**src/lgfp_pkg.sv**
```systemverilog
`timescale 1ns / 1ps
`default_nettype none

package lgfp_pkg;

  localparam int unsigned LEVEL_W       = 12;
  localparam int unsigned CHAN_W        = 7;
  localparam int unsigned CHANS_PER_DRV = 24;
  localparam int unsigned WORD_W        = 2 * LEVEL_W;

  typedef enum logic [1:0] {
    CMD_SET     = 2'd0,
    CMD_SET_ALL = 2'd1,
    CMD_UPDATE  = 2'd2,
    CMD_READ    = 2'd3
  } cmd_e;

  localparam logic KIND_FRAME = 1'b0;
  localparam logic KIND_REPLY = 1'b1;

  // commands from the controller to the datapath
  typedef struct packed {
    logic wr_one;      // write one channel from the input
    logic wr_all;      // write every channel from the input
    logic rd_chan;     // read the row of the input channel
    logic rd_row;      // read the row the controller names
    logic load_reply;  // load a read reply into the output register
    logic load_frame;  // load a frame word into the output register
    logic frame_last;  // frame word being loaded is the final one
  } ctrl_t;

  typedef struct packed {
    logic out_free;    // output register can take a new word this cycle
  } status_t;

endpackage

`default_nettype wire

```
**src/lgfp_ctrl.sv**
```systemverilog
`timescale 1ns / 1ps
`default_nettype none

module lgfp_ctrl #(
  parameter int unsigned NUM_DRIVERS = 1
) (
  input  wire logic                                  clk_i,
  input  wire logic                                  rst_ni,
  input  wire logic                                  in_valid_i,
  output logic                                       in_ready_o,
  input  wire logic [1:0]                            in_cmd_i,
  input  wire lgfp_pkg::status_t                     status_i,
  output lgfp_pkg::ctrl_t                            ctrl_o,
  output logic [$clog2(NUM_DRIVERS * 12)-1:0]        row_o
);
  import lgfp_pkg::*;

  localparam int unsigned ROWS  = NUM_DRIVERS * (CHANS_PER_DRV / 2);
  localparam int unsigned ROW_W = $clog2(ROWS);

  typedef enum logic [1:0] {
    ST_IDLE,
    ST_READ,
    ST_FRAME
  } state_e;

  state_e           state_q, state_d;
  logic [ROW_W-1:0] iss_row_q, iss_row_d;
  logic             iss_done_q, iss_done_d;
  logic             pend_q, pend_d;
  logic [ROW_W-1:0] pend_row_q, pend_row_d;

  logic accept;
  logic load;
  logic issue;
  cmd_e cmd;

  assign cmd    = cmd_e'(in_cmd_i);
  assign accept = in_valid_i && (state_q == ST_IDLE);
  assign load   = (state_q == ST_FRAME) && pend_q && status_i.out_free;
  assign issue  = (state_q == ST_FRAME) && !iss_done_q && (!pend_q || load);

  always_comb begin
    state_d    = state_q;
    iss_row_d  = iss_row_q;
    iss_done_d = iss_done_q;
    pend_d     = pend_q;
    pend_row_d = pend_row_q;
    ctrl_o     = '0;
    in_ready_o = (state_q == ST_IDLE);
    row_o      = iss_row_q;

    unique case (state_q)
      ST_IDLE: begin
        if (accept) begin
          unique case (cmd)
            CMD_SET:     ctrl_o.wr_one = 1'b1;
            CMD_SET_ALL: ctrl_o.wr_all = 1'b1;
            CMD_READ: begin
              ctrl_o.rd_chan = 1'b1;
              state_d        = ST_READ;
            end
            CMD_UPDATE: begin
              iss_row_d  = ROW_W'(ROWS - 1);
              iss_done_d = 1'b0;
              pend_d     = 1'b0;
              state_d    = ST_FRAME;
            end
            default: state_d = ST_IDLE;
          endcase
        end
      end
      ST_READ: begin
        if (status_i.out_free) begin
          ctrl_o.load_reply = 1'b1;
          state_d           = ST_IDLE;
        end
      end
      ST_FRAME: begin
        // one row read ahead keeps a word per cycle flowing while the output register is free
        ctrl_o.rd_row     = issue;
        ctrl_o.load_frame = load;
        ctrl_o.frame_last = load && (pend_row_q == '0);
        if (issue) begin
          pend_row_d = iss_row_q;
          if (iss_row_q == '0) begin
            iss_done_d = 1'b1;
          end else begin
            iss_row_d = iss_row_q - ROW_W'(1);
          end
        end
        if (issue) begin
          pend_d = 1'b1;
        end else if (load) begin
          pend_d = 1'b0;
        end
        if (load && (pend_row_q == '0)) begin
          state_d = ST_IDLE;
        end
      end
      default: state_d = ST_IDLE;
    endcase
  end

  always_ff @(posedge clk_i or negedge rst_ni) begin
    if (!rst_ni) begin
      state_q    <= ST_IDLE;
      iss_row_q  <= '0;
      iss_done_q <= 1'b0;
      pend_q     <= 1'b0;
      pend_row_q <= '0;
    end else begin
      state_q    <= state_d;
      iss_row_q  <= iss_row_d;
      iss_done_q <= iss_done_d;
      pend_q     <= pend_d;
      pend_row_q <= pend_row_d;
    end
  end

endmodule

`default_nettype wire

```
**src/lgfp_datapath.sv**
```systemverilog
`timescale 1ns / 1ps
`default_nettype none

module lgfp_datapath #(
  parameter int unsigned NUM_DRIVERS = 1
) (
  input  wire logic                                  clk_i,
  input  wire logic                                  rst_ni,
  input  wire logic [lgfp_pkg::CHAN_W-1:0]           channel_i,
  input  wire logic [lgfp_pkg::LEVEL_W-1:0]          level_i,
  input  wire lgfp_pkg::ctrl_t                       ctrl_i,
  input  wire logic [$clog2(NUM_DRIVERS * 12)-1:0]   row_i,
  output lgfp_pkg::status_t                          status_o,
  output logic                                       out_valid_o,
  input  wire logic                                  out_ready_i,
  output logic [lgfp_pkg::WORD_W-1:0]                out_payload_o,
  output logic                                       out_kind_o,
  output logic                                       out_last_o,
  output logic                                       out_bad_o
);
  import lgfp_pkg::*;

  localparam int unsigned ROWS  = NUM_DRIVERS * (CHANS_PER_DRV / 2);
  localparam int unsigned ROW_W = $clog2(ROWS);
  localparam int unsigned TOTAL = NUM_DRIVERS * CHANS_PER_DRV;

  // even channels in one memory, odd channels in the other, one row per pair
  logic [LEVEL_W-1:0] mem_lo [ROWS];
  logic [LEVEL_W-1:0] mem_hi [ROWS];

  // a row half without its valid bit reads as the last set-all level, or zero after reset
  logic [ROWS-1:0]    vld_lo_q, vld_hi_q;
  logic [LEVEL_W-1:0] base_q;

  logic [LEVEL_W-1:0] rd_lo_q, rd_hi_q;
  logic               rd_vlo_q, rd_vhi_q;
  logic               sel_hi_q, bad_q;

  logic               out_valid_q;
  logic [WORD_W-1:0]  out_payload_q;
  logic               out_kind_q, out_last_q, out_bad_q;

  logic               chan_ok;
  logic [ROW_W-1:0]   chan_row;
  logic [ROW_W-1:0]   rd_addr;
  logic               rd_en;
  logic [LEVEL_W-1:0] lo_val, hi_val, reply_val;

  assign chan_ok  = (channel_i < CHAN_W'(TOTAL));
  assign chan_row = channel_i[ROW_W:1];
  assign rd_en    = ctrl_i.rd_chan || ctrl_i.rd_row;
  assign rd_addr  = ctrl_i.rd_chan ? chan_row : row_i;

  always_ff @(posedge clk_i) begin
    if (ctrl_i.wr_one && chan_ok) begin
      if (channel_i[0]) begin
        mem_hi[chan_row] <= level_i;
      end else begin
        mem_lo[chan_row] <= level_i;
      end
    end
    if (rd_en) begin
      rd_lo_q  <= mem_lo[rd_addr];
      rd_hi_q  <= mem_hi[rd_addr];
      rd_vlo_q <= vld_lo_q[rd_addr];
      rd_vhi_q <= vld_hi_q[rd_addr];
    end
    if (ctrl_i.rd_chan) begin
      sel_hi_q <= channel_i[0];
      bad_q    <= !chan_ok;
    end
  end

  always_ff @(posedge clk_i or negedge rst_ni) begin
    if (!rst_ni) begin
      vld_lo_q <= '0;
      vld_hi_q <= '0;
      base_q   <= '0;
    end else if (ctrl_i.wr_all) begin
      vld_lo_q <= '0;
      vld_hi_q <= '0;
      base_q   <= level_i;
    end else if (ctrl_i.wr_one && chan_ok) begin
      if (channel_i[0]) begin
        vld_hi_q[chan_row] <= 1'b1;
      end else begin
        vld_lo_q[chan_row] <= 1'b1;
      end
    end
  end

  assign lo_val    = rd_vlo_q ? rd_lo_q : base_q;
  assign hi_val    = rd_vhi_q ? rd_hi_q : base_q;
  assign reply_val = bad_q ? '0 : (sel_hi_q ? hi_val : lo_val);

  always_ff @(posedge clk_i or negedge rst_ni) begin
    if (!rst_ni) begin
      out_valid_q <= 1'b0;
    end else if (ctrl_i.load_reply || ctrl_i.load_frame) begin
      out_valid_q <= 1'b1;
    end else if (out_ready_i) begin
      out_valid_q <= 1'b0;
    end
  end

  always_ff @(posedge clk_i) begin
    if (ctrl_i.load_reply) begin
      out_payload_q <= {{(WORD_W - LEVEL_W){1'b0}}, reply_val};
      out_kind_q    <= KIND_REPLY;
      out_last_q    <= 1'b0;
      out_bad_q     <= bad_q;
    end else if (ctrl_i.load_frame) begin
      out_payload_q <= {hi_val, lo_val};
      out_kind_q    <= KIND_FRAME;
      out_last_q    <= ctrl_i.frame_last;
      out_bad_q     <= 1'b0;
    end
  end

  assign status_o.out_free = !out_valid_q || out_ready_i;
  assign out_valid_o       = out_valid_q;
  assign out_payload_o     = out_payload_q;
  assign out_kind_o        = out_kind_q;
  assign out_last_o        = out_last_q;
  assign out_bad_o         = out_bad_q;

endmodule

`default_nettype wire

```
**src/led_grayscale_frame_packer.sv**
```systemverilog
`timescale 1ns / 1ps
`default_nettype none
// set and set-all: written as the item is taken; read: the addressed row is registered, then the
// reply is loaded into the output register once it is free; update: NUM_DRIVERS*12 frame words,
// one per cycle while the output register is free, paced by the single read port of the
// paired-channel memories; the next item is taken once the last word is in the output register
// reset is asynchronous and active low; the store reads as zero right after reset (per-channel
// valid bits, no clearing pass)

module led_grayscale_frame_packer #(
  parameter int unsigned NUM_DRIVERS = 1
) (
  input  wire logic        clk_i,
  input  wire logic        rst_ni,
  input  wire logic        s_axis_tvalid,
  output logic             s_axis_tready,
  input  wire logic [23:0] s_axis_tdata,   // channel [6:0], level [18:7], zero [23:19]
  input  wire logic [1:0]  s_axis_tuser,   // command [1:0]
  output logic             m_axis_tvalid,
  input  wire logic        m_axis_tready,
  output logic [23:0]      m_axis_tdata,   // payload [23:0]
  output logic             m_axis_tlast,
  output logic [1:0]       m_axis_tuser    // kind [0], bad_index [1]
);
  import lgfp_pkg::*;

  localparam int unsigned ROW_W = $clog2(NUM_DRIVERS * (CHANS_PER_DRV / 2));

  ctrl_t            ctrl;
  status_t          status;
  logic [ROW_W-1:0] row;
  logic             out_kind, out_bad;

  lgfp_ctrl #(
    .NUM_DRIVERS(NUM_DRIVERS)
  ) u_ctrl (
    .clk_i      (clk_i),
    .rst_ni     (rst_ni),
    .in_valid_i (s_axis_tvalid),
    .in_ready_o (s_axis_tready),
    .in_cmd_i   (s_axis_tuser),
    .status_i   (status),
    .ctrl_o     (ctrl),
    .row_o      (row)
  );

  lgfp_datapath #(
    .NUM_DRIVERS(NUM_DRIVERS)
  ) u_datapath (
    .clk_i         (clk_i),
    .rst_ni        (rst_ni),
    .channel_i     (s_axis_tdata[CHAN_W-1:0]),
    .level_i       (s_axis_tdata[CHAN_W+LEVEL_W-1:CHAN_W]),
    .ctrl_i        (ctrl),
    .row_i         (row),
    .status_o      (status),
    .out_valid_o   (m_axis_tvalid),
    .out_ready_i   (m_axis_tready),
    .out_payload_o (m_axis_tdata),
    .out_kind_o    (out_kind),
    .out_last_o    (m_axis_tlast),
    .out_bad_o     (out_bad)
  );

  assign m_axis_tuser = {out_bad, out_kind};

endmodule

`default_nettype wire

```
**config.mk**
```make
export PLATFORM = sky130hd
export DESIGN_NAME = led_grayscale_frame_packer
export DESIGN_NICKNAME = d
export VERILOG_FILES = /design/src/lgfp_pkg.sv /design/src/lgfp_ctrl.sv /design/src/lgfp_datapath.sv /design/src/led_grayscale_frame_packer.sv
export SDC_FILE = /design/constraint.sdc
export NUM_CORES = 1
export LEC_CHECK = 0
export BUFFER_PORTS_ARGS = -buffer_cell sky130_fd_sc_hd__buf_2
export CORE_MARGIN = 4
export CORE_UTILIZATION = 50
export CTS_CLUSTER_SIZE = 28
export DETAILED_ROUTE_END_ITERATION = 8
export PLACE_DENSITY_LB_ADDON = 0.08
export SLEW_MARGIN = 0
export SYNTH_ARGS = -nofsm -noshare
export SYNTH_HDL_FRONTEND = slang
export SYNTH_SLANG_ARGS = --single-unit
```
**constraint.sdc**
```tcl
create_clock -name clk_i -period 3.1 [get_ports clk_i]
set_input_delay 0.465 -clock clk_i [delete_from_list [all_inputs] [get_ports clk_i]]
set_output_delay 0.465 -clock clk_i [all_outputs]
set_load 0.1 [all_outputs]
```
==> results of run 1 <==
-- cells by family after synthesis --
| family | after synthesis | synth area share, % |
|---|---|---|
| flip-flops | 392 | 72.17 |
| buffers and inverters | 88 | 2.609 |
| XOR/XNOR | 2 | 0.1111 |
| AND/OR/NAND/NOR | 437 | 12.69 |
| AO/OA/AOI/OAI | 205 | 9.953 |
| adder cells (fa/ha/maj) | 1 | 0.07930 |
| multiplexers | 36 | 2.387 |
-- worst max path at each step --
stage | start | endpoint | slack [ps] | cells after the start
after floorplan | u_ctrl.state_q[0] | u_ctrl.row_o[3] | 370 | 6
after global placement | s_axis_tvalid | u_datapath.rd_hi_q[8] | 200 | 7
after detailed placement | s_axis_tvalid | u_datapath.rd_hi_q[8] | 190 | 7
after CTS | u_ctrl.state_q[0] | u_datapath.rd_hi_q[8] | 330 | 6
after global routing | u_ctrl.state_q[0] | u_datapath.rd_lo_q[6] | 180 | 5
final | u_ctrl.state_q[0] | u_datapath.rd_hi_q[3] | 310 | 5
-- worst reg2reg max path, stage by stage, from the launching register on --
cell and delay, ps:
dfrtp_1 430, nor3b_2 240, nand3_2 220, o31ai_4 1010, a31oi_1 400, o2111a_1 260
-- placed cells by master (no fill, tap or decap), types with 6 or more instances in the layout --
master / instances
edfxtp_1: 329
nand2_1: 217
a211oi_1: 61
nor2_1: 60
buf_4: 58
nand3_1: 57
buf_2: 53
a31oi_1: 51
and3_1: 49
dfrtp_1: 49
clkbuf_16: 42
o2111a_1: 24
o21a_1: 24
mux2i_1: 21
nor3_1: 18
clkbuf_1: 16
dfxtp_1: 14
o22ai_1: 13
mux2_2: 13
inv_1: 9
buf_12: 9
clkinv_1: 8
nor2b_1: 6
a21oi_1: 6
-- layer usage --
layer	wire, um	global-route usage, %	vias to the layer above
met1	18580	36.60	4956
met3	3037	4.358	56
met2	18300	36.06	338
met4	724	5.159	0
met5	0	0	-
li1	-	-	4546
-- timing repair --
item	CTS	global route
resized for setup	0	0
hold buffers	1	0
setup buffers	0	0
endpoints found under the hold margin	21	0
-- through the flow --
step | hold WS (ps) | cells | cell area, um^2
after floorplan | 169.4 | 1161 | 15780
after detailed placement | 434.2 | 1599 | 16820
after global placement | 428.6 | 1599 | 16820
final | 219.2 | 1673 | 18080
after CTS | 192.7 | 1673 | 18080
after global routing | 203.8 | 1673 | 18080
-- registers in the layout, indices dropped and copies added, names as in the netlist, 2 cells and up --
name	flops
u_datapath.rd_lo_q	12
u_datapath.mem_lo	144
u_ctrl.row_o	4
u_ctrl.state_q	2
u_datapath.vld_lo_q	12
u_datapath.base_q	12
u_ctrl.pend_row_q	4
u_datapath.out_payload_o	24
u_datapath.rd_hi_q	12
u_datapath.mem_hi	144
u_datapath.vld_hi_q	12
-- report_power, final --
part           total, mW  switching [mW]  internal, mW
Sequential          6.91           0.432          6.48
Combinational       6.20            4.37          1.83
Clock               4.60            1.92          2.68
-- layout make-up --
cell class | instances | area [um^2] | area share, %
well taps | 396 | 495.5 | 2.740
multi-input cells | 681 | 4024 | 22.26
flip-flops and latches | 392 | 11390 | 62.98
repair buffers | 121 | 890.9 | 4.927
clock buffers | 59 | 1125 | 6.221
inverters | 10 | 37.54 | 0.2076
clock inverters | 14 | 121.4 | 0.6713
==> metrics.md, run 1 <==
| Metric | Value |
|---|---|
| Row cnt | `64` |
| WP buf/inv | `0` |
| DR pass1 iterations | `5` |
| #FFs+latches synth | `392` |
| CP delay by family, top | `compound AO/OA/AOI/OAI gates` |
| Actual slew at the worst max-slew pin | `1160 ps` |
| Layout Nets | `1278` |
| Final setup vio count | `0` |
| FMAX | `358.5 MHz` |
| H-tree levels | `2` |
| Worst EP required | `3380 ps` |
| Initial Util | `51.17%` |
| Syn_area_per_cell | `13.59 um^2` |
| CTS tree | `yes` |
| Worst path cell trace | `nor3b_2 -> nand3_2 -> o31ai_4 -> a31oi_1 -> o2111a_1` |
| CTS Root Cell | `clkbuf_16` |
| Post-synth EDFFs | `329` |
| Clk slew on worst S/H paths | `60 ps` |
| CP Class | `flop to flop` |
| Clock buffer depth | `3` |
| Synth warn | `0` |
| Max incr delay on CP | `1000 ps` |
| Initial DRC count | `954` |
| Global route overflow | `0` |
| Fin. max-slew vios | `0` |
| Top cells by area, synth | `edfxtp_1, dfrtp_1, nand2_1` |
| Core area | `30830 um^2` |
| Most common library cells after synthesis | `edfxtp_1, nand2_1, a211oi_1, nor2_1, nand3_1` |
| HP Start | `s_axis_tdata[0]` |
| Buffers on Ports | `53` |
| Worst VDD drop | `508.9 uV` |
| GPL Wtd Cong | `0.8651` |
| Worst Hold Depth | `1` |
| Pwr per Cell Area | `979.6 nW/um^2` |
| Layout cells sized above 1 | `15.66%` |
| Post-DRT Antenna Nets | `0` |
| Setup slack after layout | `310.9 ps` |
| Global-route wire length before repair | `60710 um` |
| Yosys top cell by area | `edfxtp_1` |
| Overall die area | `34460 um^2` |
| RSZ-0062 raised after global routing | `no` |
| Total wire length | `40640 um` |
| Overall routing resource usage | `23.84%` |
| Diode count | `0` |
| RR Endpoint | `u_datapath.rd_hi_q[3]` |
| Slowest stage cell, crit path | `o31ai_4` |
| Via/cell ratio | `5.915` |
| Pin count of the biggest net entering global routing | `48` |
| Status | `finished, final reports clean` |
| DP Wirelength | `25530 um` |
| Reg2Reg Depth | `5` |
| Startpoint types | `flop` |
| Skew-Pair Late Insertion Delay | `540 ps` |
| Yosys top cell area share | `62.62%` |
| Syn nets | `1192` |
| CTS Sinks | `392` |
| Area grow syn2layout | `14.60%` |
| R2R setup slack | `310 ps` |
| Tcrit/Tclk final | `89.97%` |
| Relative slew slack | `22.68%` |
| Power, Total | `17.71 mW` |
| Fillcell total | `2473` |
| Seq/Total Area, Yosys | `72.17%` |
| Die W | `185.6 um` |
| Clock Skew | `22.72 ps` |
| Setup TNS | `0 ps` |
| Number of global-route vias before repair | `9520` |
| Routed vias | `9896` |
| Minimum clock period | `2789 ps` |
| CP Capture Type | `flop` |
| I/O Pins | `59` |
| Pre-CTS WS | `192.5 ps` |
| Initial antenna violation count | `0` |
| Worst R2R Start | `u_ctrl.state_q[0]` |
| Post-Syn Area | `15780 um^2` |
| Hold crit path type | `primary input to flop` |
| Leak | `6.575 nW` |
| Total CTS buffers | `41` |
| Drt wl/cell | `24.29 um` |
| DR DRC count | `0` |
| WHS Endpoint | `u_datapath.sel_hi_q` |
| Async set or reset register ratio after synthesis | `12.50%` |
| Util after Layout | `58.64%` |
| Top-count cell post-synth | `edfxtp_1` |
| Die height | `185.6 um` |
| Cell variety after synth | `61` |
| Final Hold Viols | `0` |
| Critical Path Fanout Max | `21` |
| Ys flop type | `edfxtp_1` |
| Syn Inst Count | `1161` |
| Max-Cap Viols | `0` |
| Critical Path AT | `3070 ps` |
Note: power is estimated with default switching activity, not from simulation.
==> run 2, diff against run 1 <==
Settings changed: CORE_ASPECT_RATIO from default to 0.75.
==> metrics.md, run 2 (synthesis gave the netlist of run 1 again) <==
| Metric | Value |
|---|---|
| Status | `finished, final reports clean` |
| Total CTS buffers | `39 (-4.9%)` |
| Total wire length | `41940 um (+3.2%)` |
| Leak | `6.530 nW (-0.68%)` |
| Skew-Pair Late Insertion Delay | `550 ps (about the same)` |
| Global-route wire length before repair | `62380 um (+2.7%)` |
| Via/cell ratio | `5.943 (+0.48%)` |
| DR DRC count | `0 (unchanged)` |
| Drt wl/cell | `25.05 um (+3.1%)` |
| Number of gates resized after cts | `0 (unchanged)` |
| Diode count | `0 (unchanged)` |
| Critical Path AT | `3170 ps (+100 ps)` |
| Layout Nets | `1274 (-0.31%)` |
| Commonest cells after routing, fill and taps aside | `edfxtp_1, nand2_1, a211oi_1` |
| Slowest stage cell, crit path | `o31ai_4` |
| CTS tree | `yes` |
| Max incr delay on CP | `1110 ps (+110 ps)` |
| Clk slew on worst S/H paths | `70 ps (about the same)` |
| Minimum clock period | `2868 ps (+78.84 ps)` |
| Row cnt | `56 (-13%)` |
| Final instance area | `17990 um^2 (-0.49%)` |
| FMAX | `348.7 MHz (-2.7%)` |
| Initial DRC count | `1002 (+5.0%)` |
| Clock buffer depth | `3 (unchanged)` |
| Buffers on Ports | `53 (unchanged)` |
| Routed vias | `9949 (+0.54%)` |
| Die W | `213.1 um (+15%)` |
| Crit path to | `u_datapath.rd_lo_q[6]` |
| Die height | `161.8 um (-13%)` |
| Fillcell total | `2550 (+3.1%)` |
| Critical Path Fanout Max | `22 (+4.8%)` |
| DP Wirelength | `25630 um (+0.38%)` |
| GPL Wtd Cong | `0.8612 (-0.45%)` |
| Clock Skew | `21.71 ps (-1.005 ps)` |
| DR pass1 iterations | `5 (unchanged)` |
| Multi-input logic area | `4024 um^2 (unchanged)` |
| Overall routing resource usage | `24.42% (+0.57 points)` |
| Pin count of the biggest net entering global routing | `52 (+8.3%)` |
| Overall die area | `34490 um^2 (about the same)` |
| Area grow syn2layout | `14.04%` |
| CP Class | `flop to flop` |
| RSZ-0062 raised after global routing | `no` |
| Hold crit path type | `primary input to flop` |
| CP startpoint | `u_ctrl.state_q[1]` |
| Actual slew at the worst max-slew pin | `1280 ps (+120.2 ps)` |
| Layout cells sized above 1 | `16.01% (+0.35 points)` |
| CP Capture Type | `flop` |
| Worst path cell trace | `nor3b_2 -> nand3_2 -> o31ai_4 -> buf_4 -> a31oi_1 -> o2111a_1` |
| Placement Cell Area | `16780 um^2 (-0.24%)` |
| I/O Pins | `59 (unchanged)` |
| Worst R2R Start | `u_ctrl.state_q[1]` |
| Initial antenna violation count | `1 (+1)` |
| Fin. max-slew vios | `0 (unchanged)` |
| Number of global-route vias before repair | `9442 (-0.82%)` |
| Commonest non-fill, non-tap cell in the layout | `edfxtp_1` |
| Worst EP required | `3400 ps (+20 ps)` |
| Worst VDD drop | `1366 uV (+170%)` |
| H-tree levels | `2 (unchanged)` |
| Setup Fix Bufs, Post-CTS | `0 (unchanged)` |
| Tcrit/Tclk final | `92.51% (+2.5 points)` |
| Final setup vio count | `0 (unchanged)` |
| Area taken by flip-flops and latches | `11390 um^2 (unchanged)` |
| CTS Sinks | `392 (unchanged)` |
| Pwr per Cell Area | `979.4 nW/um^2 (about the same)` |
| Setup TNS | `0 ps (unchanged)` |
| Max-Cap Viols | `0 (unchanged)` |
| Post-DRT Antenna Nets | `0 (unchanged)` |
| CTS Root Cell | `clkbuf_16` |
| Power, Total | `17.62 mW (-0.51%)` |
| Startpoint types | `flop` |
| RR Endpoint | `u_datapath.rd_lo_q[6]` |
| Final Hold Viols | `0 (unchanged)` |
| Reg2Reg Depth | `6 (+1)` |
| Initial Util | `50.60% (-0.57 points)` |
| Core area | `31180 um^2 (+1.1%)` |
| Global route overflow | `0 (unchanged)` |
| R2R setup slack | `230 ps (-80 ps)` |
| Relative slew slack | `14.66% (-8.0 points)` |
[run 2: critical path, delay by kind of cell (launching register included)]
family / cells / cell delay (ps)
flops: 1 / 440
buf+inv: 1 / 280
simple gates: 2 / 470
compound gates: 3 / 1440
[run 2: final cells by class]
| class | count | share of cell area, % |
|---|---|---|
| sequential | 392 | 63.29 |
| inverter | 10 | 0.2086 |
| multi-input combinational | 681 | 22.37 |
| clock buffer | 53 | 6.183 |
| timing repair buffer | 119 | 4.660 |
| clock inverter | 13 | 0.4729 |
| tap | 406 | 2.824 |
[run 2: where the power goes]
part | total (mW) | switching, mW | internal [mW]
registers | 6.94 | 0.464 | 6.48
logic | 6.18 | 4.42 | 1.76
clock network | 4.49 | 1.97 | 2.53
total | 17.6 | 6.86 | 10.8
[run 2: routing by layer]
layer / global-route usage, % / up-vias / wire [um]
met5: 0 / - / 0
met4: 5.443 / 0 / 725
met3: 3.553 / 50 / 2712
met2: 37.07 / 300 / 19120
met1: 37.84 / 5062 / 19380
li1: - / 4537 / -
[run 2: worst min-delay path by stage]
stage	start	endpoint	cells past startpoint
floorplan	rst_ni	u_ctrl.iss_done_q	0
global placement	u_datapath.out_last_o	u_datapath.out_last_o	1
detailed placement	u_datapath.out_last_o	u_datapath.out_last_o	1
CTS	s_axis_tdata[0]	u_datapath.sel_hi_q	1
global route	s_axis_tdata[0]	u_datapath.sel_hi_q	1
finish	s_axis_tdata[0]	u_datapath.sel_hi_q	1
[run 2: per-stage QoR]
stage          util (%)  std cells  hold WS [ps]  setup WS (ps)
2_1_floorplan         -       1161         169.4          370.2
3_3_place_gp      53.83       1607         430.3          118.8
3_5_place_dp      53.83       1607         439.0          99.15
4_1_cts           57.70       1674         211.3          235.0
5_1_grt           57.70       1674         224.4          123.0
6_report          57.70       1674         240.2          232.0
[run 2: repair_timing]
item / in CTS / in global routing
endpoints found under the hold margin: 19 / 0
endpoints found under the setup margin: 0 / 0
hold buffers: 1 / 0
==> run 3, diff against run 2 <==
Settings changed: CORE_UTILIZATION 50 to 55.
==> metrics.md, run 3 (synthesis gave the netlist of run 1 again) <==
| Metric | Value |
|---|---|
| Status | `finished, final reports clean` |
| GPL Wtd Cong | `0.8408 (-2.4%)` |
| Overall die area | `31490 um^2 (-8.7%)` |
| Util after Layout | `64.42% (+6.7 points)` |
| CTS Root Cell | `clkbuf_16` |
| I/O Pins | `59 (unchanged)` |
| CTS tree | `yes` |
| Pin count of the biggest net entering global routing | `73 (+40%)` |
| Grt met3 use | `4.653% (+1.1 points)` |
| Core area | `28120 um^2 (-9.8%)` |
| Slowest stage cell, crit path | `o31ai_4` |
| Buffers on Ports | `53 (unchanged)` |
| Critical Path AT | `3180 ps (about the same)` |
| Global-route wire length before repair | `61640 um (-1.2%)` |
| Drt wl/cell | `24.81 um (-0.98%)` |
| Final Hold Viols | `0 (unchanged)` |
| Actual slew at the worst max-slew pin | `1284 ps (+3.963 ps)` |
| Via/cell ratio | `5.987 (+0.73%)` |
| Clk slew on worst S/H paths | `60 ps (about the same)` |
| Max-Cap Viols | `0 (unchanged)` |
| Relative slew slack | `14.40% (-0.26 points)` |
| Worst EP required | `3350 ps (-50 ps)` |
| Final hold slack | `226.4 ps (-13.87 ps)` |
| Global route overflow | `0 (unchanged)` |
| CP delay by family, top | `compound AO/OA/AOI/OAI gates` |
| HP Start | `s_axis_tdata[0]` |
| Hold crit path type | `primary input to flop` |
| Skew-Pair Late Insertion Delay | `530 ps (-20 ps)` |
| Commonest non-fill, non-tap cell in the layout | `edfxtp_1` |
| Layout cells sized above 1 | `16.17% (+0.16 points)` |
| Overall routing resource usage | `26.24% (+1.8 points)` |
| Minimum clock period | `2932 ps (+63.92 ps)` |
| WP buf/inv | `0 (-1)` |
| H-tree levels | `2 (unchanged)` |
| Die height | `154.7 um (-4.4%)` |
| Final setup vio count | `0 (unchanged)` |
| Routed vias | `9932 (-0.17%)` |
| Fillcell total | `2172 (-15%)` |
| Layout Nets | `1275 (+0.078%)` |
| Row cnt | `53 (-5.4%)` |
| DR DRC count | `0 (unchanged)` |
| Max incr delay on CP | `1080 ps (-30 ps)` |
| Met1 Resource Use GR | `40.18% (+2.3 points)` |
| GRT busiest layer | `met2` |
| Total CTS buffers | `38 (-2.6%)` |
| CP Capture Type | `flop` |
| Area grow syn2layout | `14.81%` |
| Worst path cell trace | `nor3b_2 -> nand3_2 -> o31ai_4 -> a31oi_1 -> o2111a_1` |
| DP Wirelength | `24960 um (-2.6%)` |
| Power, Total | `18.15 mW (+3.0%)` |
| CTS Sinks | `392 (unchanged)` |
| Placement Cell Area | `16780 um^2 (about the same)` |
| FMAX | `341.1 MHz (-2.2%)` |
| Initial DRC count | `1080 (+7.8%)` |
| Number of gates resized after cts | `0 (unchanged)` |
| Total wire length | `41160 um (-1.9%)` |
| Post-DRT Antenna Nets | `0 (unchanged)` |
| Leak | `6.602 nW (+1.1%)` |
| Initial Util | `56.11% (+5.5 points)` |
| Critical Path Fanout Max | `22 (unchanged)` |
| DR pass1 iterations | `5 (unchanged)` |
| Worst VDD drop | `877.9 uV (-36%)` |
| Commonest cells after routing, fill and taps aside | `edfxtp_1, nand2_1, a211oi_1, nor2_1, buf_4` |
| Initial antenna violation count | `2 (+1)` |
| CP Class | `flop to flop` |
| Fin. max-slew vios | `0 (unchanged)` |
| Number of global-route vias before repair | `9615 (+1.8%)` |
| Final instance area | `18110 um^2 (+0.67%)` |
| Tcrit/Tclk final | `94.58% (+2.1 points)` |
| Clock Skew | `6.923 ps (-14.79 ps)` |
| Worst R2R Start | `u_ctrl.state_q[0]` |
| Diode count | `0 (unchanged)` |
| RSZ-0062 raised after global routing | `no` |
| CP startpoint | `u_ctrl.state_q[0]` |
| Startpoint types | `flop` |
| Pwr per Cell Area | `1002 nW/um^2 (+2.3%)` |
| Setup TNS | `0 ps (unchanged)` |
| Met2 Use GR | `40.19% (+3.1 points)` |
| Clock buffer depth | `3 (unchanged)` |
| Die W | `203.6 um (-4.5%)` |
[run 3: area by class of cell]
cell class,count,area (um^2),area share (%)
clock inverters,22,257.7,1.423
repair buffers,121,865.8,4.780
well taps,385,481.7,2.660
clock buffers,48,1062,5.865
inverters,10,37.54,0.2072
flip-flops and latches,392,11390,62.86
multi-input cells,681,4021,22.20
[run 3: per-layer routing]
| metal | wire length, um | up-vias |
|---|---|---|
| met5 | 0 | - |
| met2 | 18790 | 371 |
| met1 | 18520 | 4968 |
| met4 | 663 | 0 |
| met3 | 3186 | 51 |
| li1 | - | 4542 |
[run 3: worst paths after layout]
kind | to | slack [ps] | cells past startpoint
max reg2reg | u_datapath.rd_hi_q[5] | 170 | 5
max in group asynchronous | u_datapath.vld_lo_q[8] | 1850 | 3
min | u_datapath.sel_hi_q | 230 | 1
min reg2reg | u_datapath.out_last_o | 460 | 1
max | u_datapath.rd_hi_q[5] | 170 | 5
min in group asynchronous | u_datapath.vld_hi_q[5] | 440 | 2
[run 3: stage by stage]
stage / worst slack, ps / instances
6_report: 168.1 / 1659
5_1_grt: 170.7 / 1659
4_1_cts: 218.4 / 1659
3_5_place_dp: 116.8 / 1588
3_3_place_gp: 109.5 / 1588
2_1_floorplan: 370.2 / 1161
[run 3: timing repair]
item | in CTS | in global routing
buffers inserted | 0 | 0
hold buffers | 1 | 0
endpoints found under the hold margin | 18 | 0
[run 3: worst register-to-register path: cells and delay by family (launching register included)]
family,cells,cell delay (ps)
AOI/OAI and AO/OA,3,1760
and+or+nand+nor,2,420
DFF,1,450
[run 3: power breakdown]
| group | leakage (nW) | internal, mW | total (mW) | switching (mW) |
|---|---|---|---|---|
| clock network | 0.649 | 2.93 | 4.87 | 1.94 |
| registers | 3.73 | 6.47 | 6.85 | 0.376 |
| logic | 2.23 | 1.83 | 6.42 | 4.59 |
